`config.mk`:
```
export PLATFORM = sky130hd
export DESIGN_NAME = grid_quad_strip_generator_core
export DESIGN_NICKNAME = d
export VERILOG_FILES = /design/src/rtl/gqsg_pkg.sv /design/src/rtl/grid_quad_strip_generator_core.sv /design/src/rtl/gqsg_walker.sv /design/src/rtl/gqsg_emitter.sv
export SDC_FILE = /design/constraint.sdc
export NUM_CORES = 1
export LEC_CHECK = 0
export ABC_AREA = 1
export BUFFER_PORTS_ARGS = -buffer_cell sky130_fd_sc_hd__buf_2
export CELL_PAD_IN_SITES_DETAIL_PLACEMENT = 2
export CELL_PAD_IN_SITES_GLOBAL_PLACEMENT = 2
export CORE_AREA = 3 3 224 226
export CTS_CLUSTER_DIAMETER = 150
export DETAILED_ROUTE_END_ITERATION = 16
export DIE_AREA = 0 0 227 229
export HOLD_SLACK_MARGIN = 0.03
export PLACE_DENSITY = 0.67
export SYNTH_ARGS = -nofsm -noshare
export SYNTH_HDL_FRONTEND = slang
export SYNTH_SLANG_ARGS = --single-unit
```
`constraint.sdc`:
```
create_clock -name aclk -period 6.25 [get_ports aclk]
set_clock_uncertainty 0.2 [all_clocks]
set_input_delay 0.3125 -clock aclk [delete_from_list [all_inputs] [get_ports aclk]]
set_output_delay 0.3125 -clock aclk [all_outputs]
set_load 0.01 [all_outputs]
```
`src/rtl/gqsg_pkg.sv`:
```
// ----------------------------------------------------------------------------
// gqsg_pkg
// Shared types and constants of the grid quad-strip generator.
// ----------------------------------------------------------------------------
`default_nettype none

package gqsg_pkg;

    localparam int DIM_W   = 13;   // point_rows / point_cols width
    localparam int POS_W   = 12;   // quad row / column counter width
    localparam int INDEX_W = 24;   // point index width
    localparam int OP_W    = 3;

    localparam logic [DIM_W-1:0] DIM_MIN = 13'd2;
    localparam logic [DIM_W-1:0] DIM_MAX = 13'd4096;

    // Result steps of one quad, in emission order. An item emits a
    // contiguous run of these.
    localparam logic [OP_W-1:0] OP_LEFT_TOP  = 3'd0;  // p
    localparam logic [OP_W-1:0] OP_LEFT_BOT  = 3'd1;  // p + cols
    localparam logic [OP_W-1:0] OP_RIGHT_TOP = 3'd2;  // p + 1
    localparam logic [OP_W-1:0] OP_RIGHT_BOT = 3'd3;  // p + 1 + cols
    localparam logic [OP_W-1:0] OP_END       = 3'd4;  // end-of-strip marker

    localparam logic RES_VERTEX = 1'b0;
    localparam logic RES_END    = 1'b1;

    // Work descriptor handed from the walker to the emitter.
    typedef struct packed {
        logic [INDEX_W-1:0] base;
        logic [DIM_W-1:0]   cols;
        logic [OP_W-1:0]    op_cur;
        logic [OP_W-1:0]    op_last;
    } gqsg_desc_t;

endpackage

`default_nettype wire

```
`src/rtl/grid_quad_strip_generator_core.sv`:
```
// ----------------------------------------------------------------------------
// grid_quad_strip_generator_core
// Quad-strip index generator for a regular grid of quads.
//
// Usage:
//   The s_ channel carries one validity bit per quad, row-major. The m_
//   channel carries the results: vertex indices (m_kind = 0) and
//   end-of-strip markers (m_kind = 1); m_run_last flags the last result of
//   an input transfer. An invalid quad with no open strip gives no result.
//   Configure point_rows (index 0) and point_cols (index 1) through the
//   cfg_ write port while the block is idle; both reset to 2.
// Pipeline and throughput:
//   A quad's descriptor is registered in the walker; its first result is
//   then loaded into the result register, from which it leaves on m_.
//   One result leaves per cycle while m_ready is high; a quad gives 2
//   results when it extends a strip, up to 5 when it opens and closes
//   one. The result register is the limiting stage.
// Reset: clears the grid position, the open strip and both channels; the
//   registers return to 2.
// Stall: while m_ready is low the result register holds; a next quad is
//   taken as soon as the pending one has handed over its last result.
// ----------------------------------------------------------------------------
`default_nettype none

module grid_quad_strip_generator_core
    import gqsg_pkg::*;
#(
    parameter int MAX_STRIP_POINTS = 256
) (
    input  wire logic               aclk,
    input  wire logic               aresetn,
    input  wire logic               cfg_wr_en,
    input  wire logic               cfg_index,
    input  wire logic [DIM_W-1:0]   cfg_data,
    input  wire logic               s_valid,
    output logic                    s_ready,
    input  wire logic               s_quad_valid,
    output logic                    m_valid,
    input  wire logic               m_ready,
    output logic                    m_kind,
    output logic [INDEX_W-1:0]      m_point_index,
    output logic                    m_run_last
);

    localparam logic CFG_POINT_ROWS = 1'b0;
    localparam logic CFG_POINT_COLS = 1'b1;

    logic [DIM_W-1:0] point_rows_reg;
    logic [DIM_W-1:0] point_cols_reg;
    logic             desc_valid;
    gqsg_desc_t       desc;
    logic             step_taken;

    // Configuration registers; raw values are kept, clamping happens in use.
    always_ff @(posedge aclk) begin
        if (!aresetn) begin
            point_rows_reg <= DIM_MIN;
            point_cols_reg <= DIM_MIN;
        end else if (cfg_wr_en) begin
            unique case (cfg_index)
                CFG_POINT_ROWS: point_rows_reg <= cfg_data;
                CFG_POINT_COLS: point_cols_reg <= cfg_data;
                default:        point_rows_reg <= point_rows_reg;
            endcase
        end
    end

    // Walk the grid and build the step run of each accepted quad.
    gqsg_walker #(
        .MAX_STRIP_POINTS (MAX_STRIP_POINTS)
    ) u_walker (
        .aclk         (aclk),
        .aresetn      (aresetn),
        .point_rows   (point_rows_reg),
        .point_cols   (point_cols_reg),
        .s_valid      (s_valid),
        .s_ready      (s_ready),
        .s_quad_valid (s_quad_valid),
        .desc_valid   (desc_valid),
        .desc         (desc),
        .step_taken   (step_taken)
    );

    // Drive one result per cycle into the output register while m_ready does not hold it.
    gqsg_emitter u_emitter (
        .aclk          (aclk),
        .aresetn       (aresetn),
        .desc_valid    (desc_valid),
        .desc          (desc),
        .step_taken    (step_taken),
        .m_valid       (m_valid),
        .m_ready       (m_ready),
        .m_kind        (m_kind),
        .m_point_index (m_point_index),
        .m_run_last    (m_run_last)
    );

endmodule

`default_nettype wire

```
`src/rtl/gqsg_walker.sv`:
```
// ----------------------------------------------------------------------------
// gqsg_walker
// Grid position and strip state; turns each accepted quad into a descriptor
// of the result steps it causes and steps that descriptor as results leave.
// ----------------------------------------------------------------------------
`default_nettype none

module gqsg_walker
    import gqsg_pkg::*;
#(
    parameter int MAX_STRIP_POINTS = 256
) (
    input  wire logic               aclk,
    input  wire logic               aresetn,
    input  wire logic [DIM_W-1:0]   point_rows,
    input  wire logic [DIM_W-1:0]   point_cols,
    input  wire logic               s_valid,
    output logic                    s_ready,
    input  wire logic               s_quad_valid,
    output logic                    desc_valid,
    output gqsg_desc_t              desc,
    input  wire logic               step_taken
);

    localparam logic [DIM_W-1:0] STRIP_LIMIT = DIM_W'(MAX_STRIP_POINTS);

    logic [POS_W-1:0]   quad_col_reg,     quad_col_next;
    logic [POS_W-1:0]   quad_row_reg,     quad_row_next;
    logic               strip_open_reg,   strip_open_next;
    logic [DIM_W-1:0]   strip_points_reg, strip_points_next;
    logic               desc_valid_reg,   desc_valid_next;
    gqsg_desc_t         desc_reg,         desc_next;

    logic [DIM_W-1:0]   cols_c;
    logic [DIM_W-1:0]   rows_c;
    logic               row_end;
    logic               grid_end;
    logic [DIM_W-1:0]   pts_sum;
    logic               close_strip;
    logic [POS_W+DIM_W-1:0] prod;
    logic [INDEX_W-1:0] base;
    logic               accept;
    logic               desc_done;

    always_comb begin
        if (point_cols < DIM_MIN) begin
            cols_c = DIM_MIN;
        end else if (point_cols > DIM_MAX) begin
            cols_c = DIM_MAX;
        end else begin
            cols_c = point_cols;
        end
        if (point_rows < DIM_MIN) begin
            rows_c = DIM_MIN;
        end else if (point_rows > DIM_MAX) begin
            rows_c = DIM_MAX;
        end else begin
            rows_c = point_rows;
        end
    end

    assign row_end  = ({1'b0, quad_col_reg} + 13'd1) >= (cols_c - 13'd1);
    assign grid_end = ({1'b0, quad_row_reg} + 13'd1) >= (rows_c - 13'd1);

    assign pts_sum     = (strip_open_reg ? strip_points_reg : 13'd2) + 13'd2;
    assign close_strip = row_end || (pts_sum >= STRIP_LIMIT);

    assign prod = quad_row_reg * cols_c;
    assign base = prod[INDEX_W-1:0] + {{(INDEX_W-POS_W){1'b0}}, quad_col_reg};

    assign desc_done = desc_valid_reg && step_taken && (desc_reg.op_cur == desc_reg.op_last);
    assign s_ready   = !desc_valid_reg || desc_done;
    assign accept    = s_valid && s_ready;

    always_comb begin
        quad_col_next     = quad_col_reg;
        quad_row_next     = quad_row_reg;
        strip_open_next   = strip_open_reg;
        strip_points_next = strip_points_reg;
        desc_valid_next   = desc_valid_reg;
        desc_next         = desc_reg;

        // advance the step pointer as the emitter takes each result
        if (desc_valid_reg && step_taken) begin
            if (desc_done) begin
                desc_valid_next = 1'b0;
            end else begin
                desc_next.op_cur = desc_reg.op_cur + 3'd1;
            end
        end

        if (accept) begin
            if (row_end) begin
                quad_col_next = '0;
                quad_row_next = grid_end ? '0 : quad_row_reg + 12'd1;
            end else begin
                quad_col_next = quad_col_reg + 12'd1;
            end

            desc_next.base = base;
            desc_next.cols = cols_c;
            if (s_quad_valid) begin
                desc_valid_next   = 1'b1;
                desc_next.op_cur  = strip_open_reg ? OP_RIGHT_TOP : OP_LEFT_TOP;
                desc_next.op_last = close_strip ? OP_END : OP_RIGHT_BOT;
                strip_open_next   = !close_strip;
                strip_points_next = close_strip ? '0 : pts_sum;
            end else if (strip_open_reg) begin
                desc_valid_next   = 1'b1;
                desc_next.op_cur  = OP_END;
                desc_next.op_last = OP_END;
                strip_open_next   = 1'b0;
                strip_points_next = '0;
            end
        end
    end

    always_ff @(posedge aclk) begin
        if (!aresetn) begin
            quad_col_reg     <= '0;
            quad_row_reg     <= '0;
            strip_open_reg   <= 1'b0;
            strip_points_reg <= '0;
            desc_valid_reg   <= 1'b0;
        end else begin
            quad_col_reg     <= quad_col_next;
            quad_row_reg     <= quad_row_next;
            strip_open_reg   <= strip_open_next;
            strip_points_reg <= strip_points_next;
            desc_valid_reg   <= desc_valid_next;
        end
    end

    always_ff @(posedge aclk) begin
        desc_reg <= desc_next;
    end

    assign desc_valid = desc_valid_reg;
    assign desc       = desc_reg;

endmodule

`default_nettype wire

```
`src/rtl/gqsg_emitter.sv`:
```
// ----------------------------------------------------------------------------
// gqsg_emitter
// Result register: forms one result from the current descriptor step and
// holds it until the receiver takes the transfer.
// ----------------------------------------------------------------------------
`default_nettype none

module gqsg_emitter
    import gqsg_pkg::*;
(
    input  wire logic               aclk,
    input  wire logic               aresetn,
    input  wire logic               desc_valid,
    input  wire gqsg_desc_t         desc,
    output logic                    step_taken,
    output logic                    m_valid,
    input  wire logic               m_ready,
    output logic                    m_kind,
    output logic [INDEX_W-1:0]      m_point_index,
    output logic                    m_run_last
);

    logic                m_valid_reg;
    logic                m_kind_reg,        m_kind_next;
    logic [INDEX_W-1:0]  m_point_index_reg, m_point_index_next;
    logic                m_run_last_reg,    m_run_last_next;
    logic                load;
    logic [INDEX_W-1:0]  cols_ext;

    assign load       = !m_valid_reg || m_ready;
    assign step_taken = load && desc_valid;
    assign cols_ext   = {{(INDEX_W-DIM_W){1'b0}}, desc.cols};

    always_comb begin
        m_kind_next        = RES_VERTEX;
        m_point_index_next = '0;
        unique case (desc.op_cur)
            OP_LEFT_TOP:  m_point_index_next = desc.base;
            OP_LEFT_BOT:  m_point_index_next = desc.base + cols_ext;
            OP_RIGHT_TOP: m_point_index_next = desc.base + 24'd1;
            OP_RIGHT_BOT: m_point_index_next = desc.base + cols_ext + 24'd1;
            OP_END:       m_kind_next        = RES_END;
            default:      m_kind_next        = RES_END;
        endcase
        m_run_last_next = (desc.op_cur == desc.op_last);
    end

    always_ff @(posedge aclk) begin
        if (!aresetn) begin
            m_valid_reg <= 1'b0;
        end else if (load) begin
            m_valid_reg <= desc_valid;
        end
    end

    always_ff @(posedge aclk) begin
        if (step_taken) begin
            m_kind_reg        <= m_kind_next;
            m_point_index_reg <= m_point_index_next;
            m_run_last_reg    <= m_run_last_next;
        end
    end

    assign m_valid       = m_valid_reg;
    assign m_kind        = m_kind_reg;
    assign m_point_index = m_point_index_reg;
    assign m_run_last    = m_run_last_reg;

endmodule

`default_nettype wire
```
==> results.py, run 1 <==
metrics = {
    "floorplanning": {
        "initial_utilization_pct": 29.7,
        "ios": 48,
        "core_um2": 48500,
        "die_w_um": 227,
        "dieArea_um2": 52000,
        "fp-row-count": 81,
        "die_h_um": 229,
    },
    "clock_network": {
        "clkTransAtPathRegs_ns": 0.06,
        "cts.htree.levels": 4,
        "cts_root_buf": "clkbuf_16",
        "numCtsBuffers": 17,
        "cts.sink_count": 133,
        "worst_skew_pair.late_latency_ns": 0.49,
        "clockBufferDepth": 2,
        "cts_tree": "built",
    },
    "placement": {
        "dp_slack_ns": -0.0980,
        "dp_hpwl_mm": 41.9,
        "place_congestion": 0.844,
        "place_area_um2": 15700,
        "post-place-cells": 2624,
        "place.port_buffers": 47,
    },
    "logic_synthesis": {
        "synth_compound_area_share_pct": 7.62,
        "yosys.area.top_type_share_pct": 16.8,
        "synthFlopType": "dfxtp_1",
        "yosysSeqAreaShare_pct": 23.0,
        "netlist_area_um2": 14400,
        "synth_top_family_by_area": "adder cells",
        "ys_types": 54,
        "yosysWarnings": 0,
        "syn_nets": 2197,
        "synth_cells": 1938,
        "synthAdderAreaFrac_pct": 27.1,
        "syn_avg_cell_area_um2": 7.43,
        "post-synth-top-area-cell": "fa_1",
        "muxShareOfSynthArea_pct": 0,
        "synthArstFlopShare_pct": 0,
        "yosys.area_share.simple_pct": 26.9,
        "ys_seq_elements": 133,
        "synthXorXnorAreaFrac_pct": 3.95,
        "yosys-top-cells-area": "fa_1, edfxtp_1, nand2_1",
        "synth-edff-count": 65,
    },
    "layout": {
        "drive_gt1_share_pct": 12.3,
        "n_antenna_cell": 0,
        "nFillCells": 5666,
        "design_area_um2": 16600,
        "syn2layout_area_growth_pct": 14.9,
        "fin_cells": 2676,
        "final_common_cell": "nand2_1",
        "largest_reg_flops": 42,
        "final_cell_mix": "nand2_1, inv_1, nor2_1, nand3_1, fa_1",
        "finalNetCount": 2300,
    },
    "critical_path": {
        "cp-endpoint": "u_walker.desc[40]",
        "cp-end-kind": "flip-flop",
        "startpoint_type": "flip-flop",
        "crit_type": "reg -> reg",
        "rrSetupSlack_ns": 0.31,
        "worst-r2r-cell-count": 27,
        "r2r_start": "point_cols_reg[2]",
        "worstPathRequired_ns": 6.27,
        "crit_fanout": 6,
        "slowest_delay_ns": 0.54,
        "timing.critical_path.mode_cell": "inv_1",
        "slowest_stage": "fa_1",
        "arrival_ns": 5.97,
        "crit_start": "point_cols_reg[2]",
        "regToRegEndpoint": "u_walker.desc[40]",
    },
    "outcome": {
        "status": "finished, final reports clean",
    },
    "drt": {
        "wl_mm": 49.9,
        "wl_per_cell_um": 18.6,
        "vias": 12900,
        "ant_nets": 0,
        "avgViaCountPerCell": 4.84,
        "first_pass_iters": 4,
        "drc": 0,
        "drt_iter0_drc": 437,
    },
    "job": {
        "maxCapViolations": 0,
    },
    "grt": {
        "grt_use_total_pct": 19.9,
        "grt_pass1_wl_mm": 79.9,
        "grt_use_met1_pct": 23.9,
        "use_met3_pct": 2.77,
        "first_global_vias": 14500,
        "grt_antenna_before_repair": 0,
        "grt-busiest-layer": "met2",
        "grt_max_degree": 44,
        "grt_overflow": 0,
        "grtUsageMet2_pct": 35.7,
    },
    "worst_hold_path": {
        "hp-class": "in -> reg",
    },
    "sta": {
        "period_share_pct": 95.1,
        "slew_viol_final": 0,
        "hold_viol_final": 0,
        "setup_ws_ns": 0.308,
        "slew_headroom_pct": 36.7,
        "fmax_mhz": 168,
        "setup_violations": 0,
        "period_needed_ns": 5.94,
        "worstMarginPinSlew_ns": 0.950,
    },
    "power": {
        "total_power_mw": 3.99,
        "leakage_nw": 8.11,
        "p_per_area_nw_per_um2": 241,
        "ir_drop_mv": 0.144,
    },
}
==> cells by family (layout without fill, tap and decap cells) <==
| logic type | count (synthesis) | after routing |
|---|---|---|
| xor+xnor | 65 | 65 |
| simple gates | 874 | 874 |
| buf+inv | 432 | 548 |
| flops | 133 | 133 |
| compound gates | 195 | 195 |
| fa+ha+maj | 239 | 239 |
==> cell type report <==
cell class,count,area (um2),share of cell area [%]
sequential,133,3310,20.0
clock buffer,19,464,2.80
timing repair buffer,127,900,5.44
multi-input combinational,1373,9530,57.6
tap,622,778,4.70
clock inverter,13,95.1,0.575
inverter,389,1470,8.88
==> Yosys cell counts (2+ instances only) <==
master / n
nor2_4: 9
nand3_1: 139
dfxtp_1: 68
nor3_2: 4
nand2_1: 410
or2_1: 2
buf_4: 2
xnor2_1: 8
ha_1: 118
a21oi_1: 85
o21bai_1: 6
clkbuf_1: 29
o21ai_1: 4
o21ai_0: 64
o211ai_1: 5
nand4_1: 33
nand3b_1: 4
inv_2: 13
edfxtp_1: 65
buf_1: 4
inv_4: 2
nor3_1: 16
nor2_2: 16
xor2_1: 57
clkinv_1: 6
nand3_2: 8
a21oi_2: 2
a21boi_0: 3
buf_2: 7
inv_1: 368
nand2_2: 17
or2_2: 4
nor2_1: 204
o22ai_1: 2
and2_1: 2
o21ai_2: 2
fa_1: 121
a211oi_1: 13
==> through the flow <==
stage               TNS (ns)  utilization (%)  hold WS [ns]
floorplan                  0                -         0.226
global placement           0             32.3         0.245
detailed placement    -0.195             32.3         0.254
CTS                        0             33.8        0.0388
global route         -0.0951             34.1         0.124
finish                     0             34.1        0.0960
==> repair_timing <==
action	CTS	global route
endpoints found under the setup margin	4	9
setup buffers	0	4
resized for setup	3	38
hold endpoints to repair	27	0
hold buffers	16	0
pin swaps	0	12
==> layer usage <==
| layer | vias to the layer above | share of wire, % |
|---|---|---|
| li1 | 6278 | - |
| met1 | 6473 | 43 |
| met2 | 133 | 51 |
| met3 | 60 | 2.3 |
| met4 | 0 | 3.7 |
| met5 | - | 0 |
==> power breakdown <==
| group | internal [mW] | switching (mW) |
|---|---|---|
| combinational | 0.578 | 1.18 |
| sequential | 1.10 | 0.133 |
| clock | 0.542 | 0.460 |
==> worst min path at each step <==
stage / from / to / slack (ns) / cells after the start
after floorplan: cfg_data[1] / point_cols_reg[1] / 0.23 / 2
after global routing: s_quad_valid / u_walker.desc[1] / 0.12 / 3
final: s_quad_valid / u_walker.desc[2] / 0.1 / 3
after detailed placement: u_walker.strip_points_reg[12] / u_walker.strip_points_reg[12] / 0.25 / 2
after global placement: u_walker.strip_points_reg[12] / u_walker.strip_points_reg[12] / 0.25 / 2
after CTS: cfg_wr_en / point_rows_reg[0] / 0.04 / 5
==> worst max-delay path, delay by kind of cell (launching register included) <==
kind / cells / cell delay [ns]
buffers and inverters: 7 / 0.48
flip-flops: 1 / 0.32
adder cells (fa/ha/maj): 6 / 2.73
XOR/XNOR: 1 / 0.17
AO/OA/AOI/OAI: 5 / 0.85
AND/OR/NAND/NOR: 8 / 0.91
Power figures use the tool's default switching activity.
==> run 2: changes to the inputs <==
- CORE_AREA: 3 3 224 226 -> 2 2 223 225
- DIE_AREA: 0 0 227 229 -> 0 0 225 227
- PLACE_DENSITY: 0.67 -> 0.79
- TNS_END_PERCENT: unset -> 50
==> run 2 against run 1 <==
  * Critical path depth fell by 1
  * Global-route usage up 1.3 points
  * Via count rose by 2.7%
  * Count of clock-buffer cells in the layout down 1
  * Largest cell class unchanged
==> results.py, run 2 (same netlist as run 1, synthesis figures left out) <==
metrics = {
    "placement": {
        "place.port_buffers": 47,
        "dp_hpwl_mm": 42.8,
        "place_congestion": 0.885,
        "dp_slack_ns": -0.214,
    },
    "layout": {
        "multi_input_area_um2": 9610,
        "finalNetCount": 2294,
        "largest_reg_flops": 42,
        "n_antenna_cell": 0,
        "nFillCells": 5668,
        "fin_util_pct": 34.2,
        "sequential_cell_area_um2": 3310,
        "drive_gt1_share_pct": 12.5,
        "final_cell_mix": "nand2_1, inv_1, nor2_1, nand3_1, fa_1",
        "syn2layout_area_growth_pct": 15.2,
        "final_common_cell": "nand2_1",
    },
    "drt": {
        "drt_iter0_drc": 478,
        "wl_per_cell_um": 19.8,
        "avgViaCountPerCell": 4.98,
        "first_pass_iters": 4,
        "vias": 13300,
        "drc": 0,
        "ant_nets": 0,
        "wl_mm": 52.9,
    },
    "sta": {
        "hold_viol_final": 0,
        "period_needed_ns": 6.13,
        "fin_setup_tns_ns": 0,
        "period_share_pct": 98.0,
        "slew_viol_final": 0,
        "setup_violations": 0,
        "setup_ws_ns": 0.125,
        "fmax_mhz": 163,
        "worstMarginPinSlew_ns": 0.943,
        "slew_headroom_pct": 37.2,
    },
    "critical_path": {
        "crit_fanout": 6,
        "rrSetupSlack_ns": 0.12,
        "startpoint_type": "flip-flop",
        "worstPathRequired_ns": 6.29,
        "crit_type": "reg -> reg",
        "cp-end-kind": "flip-flop",
        "arrival_ns": 6.17,
    },
    "floorplanning": {
        "core_um2": 48500,
        "die_w_um": 225,
        "fp-row-count": 81,
        "ios": 48,
        "die_h_um": 227,
        "dieArea_um2": 51100,
        "initial_utilization_pct": 29.7,
    },
    "grt": {
        "grt_antenna_before_repair": 0,
        "grt_overflow": 0,
        "grt_use_total_pct": 21.2,
        "grt_pass1_wl_mm": 82.3,
        "first_global_vias": 15100,
        "grt_max_degree": 44,
    },
    "clock_network": {
        "cts.htree.levels": 4,
        "worst_skew_pair.late_latency_ns": 0.50,
        "numCtsBuffers": 17,
        "clockBufferDepth": 2,
        "cts_root_buf": "clkbuf_16",
        "cts_tree": "built",
        "clkTransAtPathRegs_ns": 0.06,
        "cts.sink_count": 133,
    },
    "power": {
        "leakage_nw": 8.04,
        "ir_drop_mv": 0.186,
        "p_per_area_nw_per_um2": 243,
    },
    "worst_hold_path": {
        "hp-class": "in -> reg",
    },
    "job": {
        "maxCapViolations": 0,
    },
    "outcome": {
        "status": "finished, final reports clean",
    },
}
run 2: cell types whose count changed in the layout (fill, tap and decap cells not counted), moves of 2 or more:
| cell | previous run | this run |
|---|---|---|
| buf_6 | 3 | 5 |
| nor2_1 | 195 | 193 |
| clkinvlp_4 | 2 | 5 |
| a21oi_2 | 5 | 8 |
| buf_4 | 60 | 52 |
| inv_4 | 5 | 2 |
| ha_1 | 115 | 109 |
| ha_4 | 0 | 5 |
| clkinv_2 | 3 | 0 |
| inv_6 | 1 | 4 |
| a21oi_1 | 82 | 79 |
run 2: power breakdown:
part | switching [mW] | total (mW) | internal (mW)
sequential | 0.122 | 1.22 | 1.09
combinational | 1.23 | 1.82 | 0.584
clock | 0.454 | 1.00 | 0.547
total | 1.81 | 4.04 | 2.23
run 2: critical path: stages (launching register included):
cell and delay (ns):
dfxtp_1 0.30, inv_1 0.06, nand4_1 0.14, nor2_2 0.16, nand3_1 0.10, nand2_2 0.16
inv_6 0.09, nor2_4 0.17, inv_2 0.09, buf_4 0.16, nor2_1 0.13, fa_1 0.47
fa_2 0.61, fa_1 0.44, fa_1 0.52, inv_1 0.07, fa_1 0.54, inv_1 0.08
ha_4 0.28, buf_6 0.11, nand2_1 0.09, nor2_4 0.14, nand4_1 0.19, a21oi_1 0.20
nor2_1 0.08, xnor2_1 0.14, buf_4 0.16
run 2: layout make-up:
cell class | instances | area share (%)
Multi-Input combinational cell | 1373 | 57.9
Sequential cell | 133 | 20.0
Inverter | 389 | 8.89
Timing Repair Buffer | 121 | 5.14
Tap cell | 622 | 4.69
Clock buffer | 18 | 2.59
Clock inverter | 14 | 0.777
run 2: worst paths after layout:
kind	from	to	cells past startpoint
worst max-delay path	point_cols_reg[8]	u_walker.desc[39]	26
worst min-delay path	s_quad_valid	u_walker.desc[1]	3
worst max register to register	point_cols_reg[8]	u_walker.desc[39]	26
worst min register to register	u_walker.strip_points_reg[12]	u_walker.strip_points_reg[12]	2
run 2: metrics by stage:
stage	std cells	hold slack [ns]	area, um2	power (mW)
2_1_floorplan	1938	0.226	14400	2.37
3_3_place_gp	2608	0.244	15600	2.90
3_5_place_dp	2608	0.251	15600	3.01
4_1_cts	2659	0.0570	16300	4.05
5_1_grt	2670	0.124	16600	4.34
6_report	2670	0.0877	16600	4.04
run 2: what timing repair did:
action	in CTS	in global routing
buffers inserted	2	11
gates resized for setup	6	51
hold endpoints to repair	27	0
setup endpoints to repair	5	9
pin swaps	1	17
hold buffers	17	0
run 2: per-layer routing:
metal	vias to the layer above	wire [um]	track usage [%]
met1	6702	21600	23.2
met3	115	1400	3.42
met2	200	27400	39.4
met4	0	2500	10.8
met5	-	0	0
li1	6273	-	-
==> run 3: changes to the inputs <==
- CORE_AREA: 2 2 223 225 -> 2 2 226 228
- DIE_AREA: 0 0 225 227 -> 0 0 228 230
- PLACE_DENSITY: 0.79 -> 0.8
- SETUP_SLACK_MARGIN: unset -> 0.2
- SYNTH_HIERARCHICAL: unset -> 1
==> run 3 against run 2 <==
  * Clock power decreased by 4%
  * Critical path type unchanged
  * Count of clock-buffer cells in the layout up 2
  * Register-to-register slack worse by 0.12 ns
  * Non-clock buffer count increased by 1
  * Maximum frequency is 1.9% lower
  * Setup slack worse by 0.12 ns
  * Largest cell class unchanged
  * Sequential cell count unchanged
  * Synthesized cell count rose by 7.0%
  * Global-route usage is 0.97 points higher
  * Wire length increased by 10%
  * Final cell count increased by 6.7%
==> results.py, run 3 <==
metrics = {
    "clock_network": {
        "clkTransAtPathRegs_ns": 0.06,
        "numCtsBuffers": 17,
        "clockBufferDepth": 2,
        "cts.sink_count": 133,
        "cts.htree.levels": 4,
        "worst_skew_pair.late_latency_ns": 0.48,
        "cts_tree": "built",
        "cts_root_buf": "clkbuf_16",
    },
    "layout": {
        "design_area_um2": 17200,
        "syn2layout_area_growth_pct": 15.6,
        "sequential_cell_area_um2": 3330,
        "final_cell_mix": "nand2_1, inv_1, nor2_1, nand3_1, fa_1",
        "n_antenna_cell": 0,
        "fin_util_pct": 34.6,
        "drive_gt1_share_pct": 13.4,
        "largest_reg_flops": 42,
        "fin_cells": 2849,
        "multi_input_area_um2": 10200,
        "final_common_cell": "nand2_1",
        "finalNetCount": 2419,
        "nFillCells": 5905,
    },
    "logic_synthesis": {
        "yosysWarnings": 6,
        "synthMostInstantiatedCell": "nand2_1",
        "synthFlopType": "dfxtp_1",
        "synth_common_cells": "nand2_1, inv_1, nor2_1",
        "synthArstFlopShare_pct": 0,
        "yosys-top-cells-area": "fa_1, edfxtp_1, nand2_1",
        "netlist_area_um2": 14900,
        "synth_cells": 2073,
        "syn_nets": 2328,
        "post-synth-top-area-cell": "fa_1",
        "ys_types": 53,
        "yosysSeqAreaShare_pct": 22.2,
        "ys_seq_elements": 133,
        "syn_avg_cell_area_um2": 7.19,
        "yosys.area.top_type_share_pct": 16.2,
        "synth-edff-count": 65,
    },
    "critical_path": {
        "crit_type": "reg -> reg",
        "crit_fanout": 8,
        "startpoint_type": "flip-flop",
        "cp-end-kind": "flip-flop",
        "worstPathRequired_ns": 6.27,
        "arrival_ns": 6.26,
    },
    "grt": {
        "grt_antenna_before_repair": 0,
        "first_global_vias": 16400,
        "grt_overflow": 0,
        "grt_use_total_pct": 22.2,
        "grt_pass1_wl_mm": 90.4,
        "grt_max_degree": 46,
    },
    "power": {
        "p_per_area_nw_per_um2": 201,
        "total_power_mw": 3.46,
        "ir_drop_mv": 0.154,
        "leakage_nw": 8.28,
    },
    "placement": {
        "post-place-cells": 2784,
        "dp_slack_ns": -0.117,
        "dp_hpwl_mm": 46.7,
        "place.port_buffers": 47,
        "place_congestion": 0.910,
        "place_area_um2": 16000,
    },
    "floorplanning": {
        "ios": 48,
        "die_h_um": 230,
        "die_w_um": 228,
        "fp-row-count": 82,
        "dieArea_um2": 52400,
        "initial_utilization_pct": 29.9,
        "core_um2": 49900,
    },
    "sta": {
        "period_needed_ns": 6.25,
        "slew_headroom_pct": 39.3,
        "hold_viol_final": 0,
        "slew_viol_final": 0,
        "fin_setup_tns_ns": 0,
        "rsz0062_at_grt": "yes",
        "holdWs_ns": 0.0766,
        "fmax_mhz": 160,
        "worstMarginPinSlew_ns": 0.909,
        "setup_ws_ns": 0.00412,
        "period_share_pct": 99.9,
        "setup_violations": 0,
    },
    "job": {
        "maxCapViolations": 0,
    },
    "drt": {
        "first_pass_iters": 6,
        "drc": 0,
        "ant_nets": 0,
        "wl_mm": 58.4,
        "avgViaCountPerCell": 4.97,
        "wl_per_cell_um": 20.5,
        "drt_iter0_drc": 572,
        "vias": 14200,
    },
    "worst_hold_path": {
        "hp-class": "in -> reg",
    },
    "outcome": {
        "status": "finished, final reports clean",
    },
}
[run 3: kinds of logic (layout without fill, tap and decap cells)]
group	after synthesis	in the layout	synth area share, %
flip-flops	133	133	22.2
adder cells (fa/ha/maj)	235	235	25.8
buffers and inverters	436	540	11.6
AND/OR/NAND/NOR	1027	1027	30.0
AO/OA/AOI/OAI	176	176	6.45
XOR/XNOR	65	65	3.82
multiplexers	1	1	0.0671
[run 3: final cells by class]
cell class	instances	area share (%)
multi-input combinational	1504	59.2
inverter	386	8.55
clock inverter	12	0.450
sequential	133	19.3
timing repair buffer	122	4.95
clock buffer	20	2.66
tap	672	4.88
[run 3: worst paths after layout]
kind                                       from                             to  slack (ns)  cells after the start
setup / recovery              point_cols_reg[5]              u_walker/desc[40]       0.004                     26
hold / removal                        cfg_wr_en              point_rows_reg[1]        0.08                      3
setup reg to reg              point_cols_reg[5]              u_walker/desc[40]       0.004                     26
hold reg to reg   u_walker/strip_points_reg[12]  u_walker/strip_points_reg[12]        0.27                      2
[run 3: what timing repair did]
action	in CTS	in global routing
gates resized for setup	36	71
hold buffers	16	0
buffers inserted	2	15
endpoints found under the setup margin	10	12
endpoints found under the hold margin	33	0
pin swaps	2	19
[run 3: worst max-delay path, stage by stage, from the launching register on]
cell and delay (ns):
dfxtp_2 0.35, nor2_2 0.14, nand2_2 0.10, nor2_2 0.13
nand3_2 0.10, nand2_4 0.14, buf_8 0.16, nand2_4 0.11
clkinv_2 0.12, buf_4 0.15, nand2_1 0.08, fa_1 0.54
inv_1 0.06, fa_1 0.55, inv_1 0.06, fa_1 0.50
fa_1 0.56, inv_1 0.06, ha_1 0.31, ha_2 0.34
a21oi_1 0.27, o21ai_0 0.21, a21oi_1 0.20, nand2_1 0.15
nand3_1 0.14, nand2_1 0.09, xor2_1 0.16
[run 3: where the power goes]
part,internal (mW),switching [mW],total (mW)
logic,0.436,0.929,1.36
clock network,0.527,0.429,0.956
registers,1.03,0.106,1.14
total,1.99,1.46,3.46
[run 3: per-layer routing]
layer / part of all wire [%] / global-route usage, % / vias up
met1: 39 / 23.9 / 7136
li1: - / - / 6670
met3: 2.9 / 3.46 / 128
met2: 52 / 41.5 / 238
met5: 0 / 0 / -
met4: 5.5 / 11.9 / 0
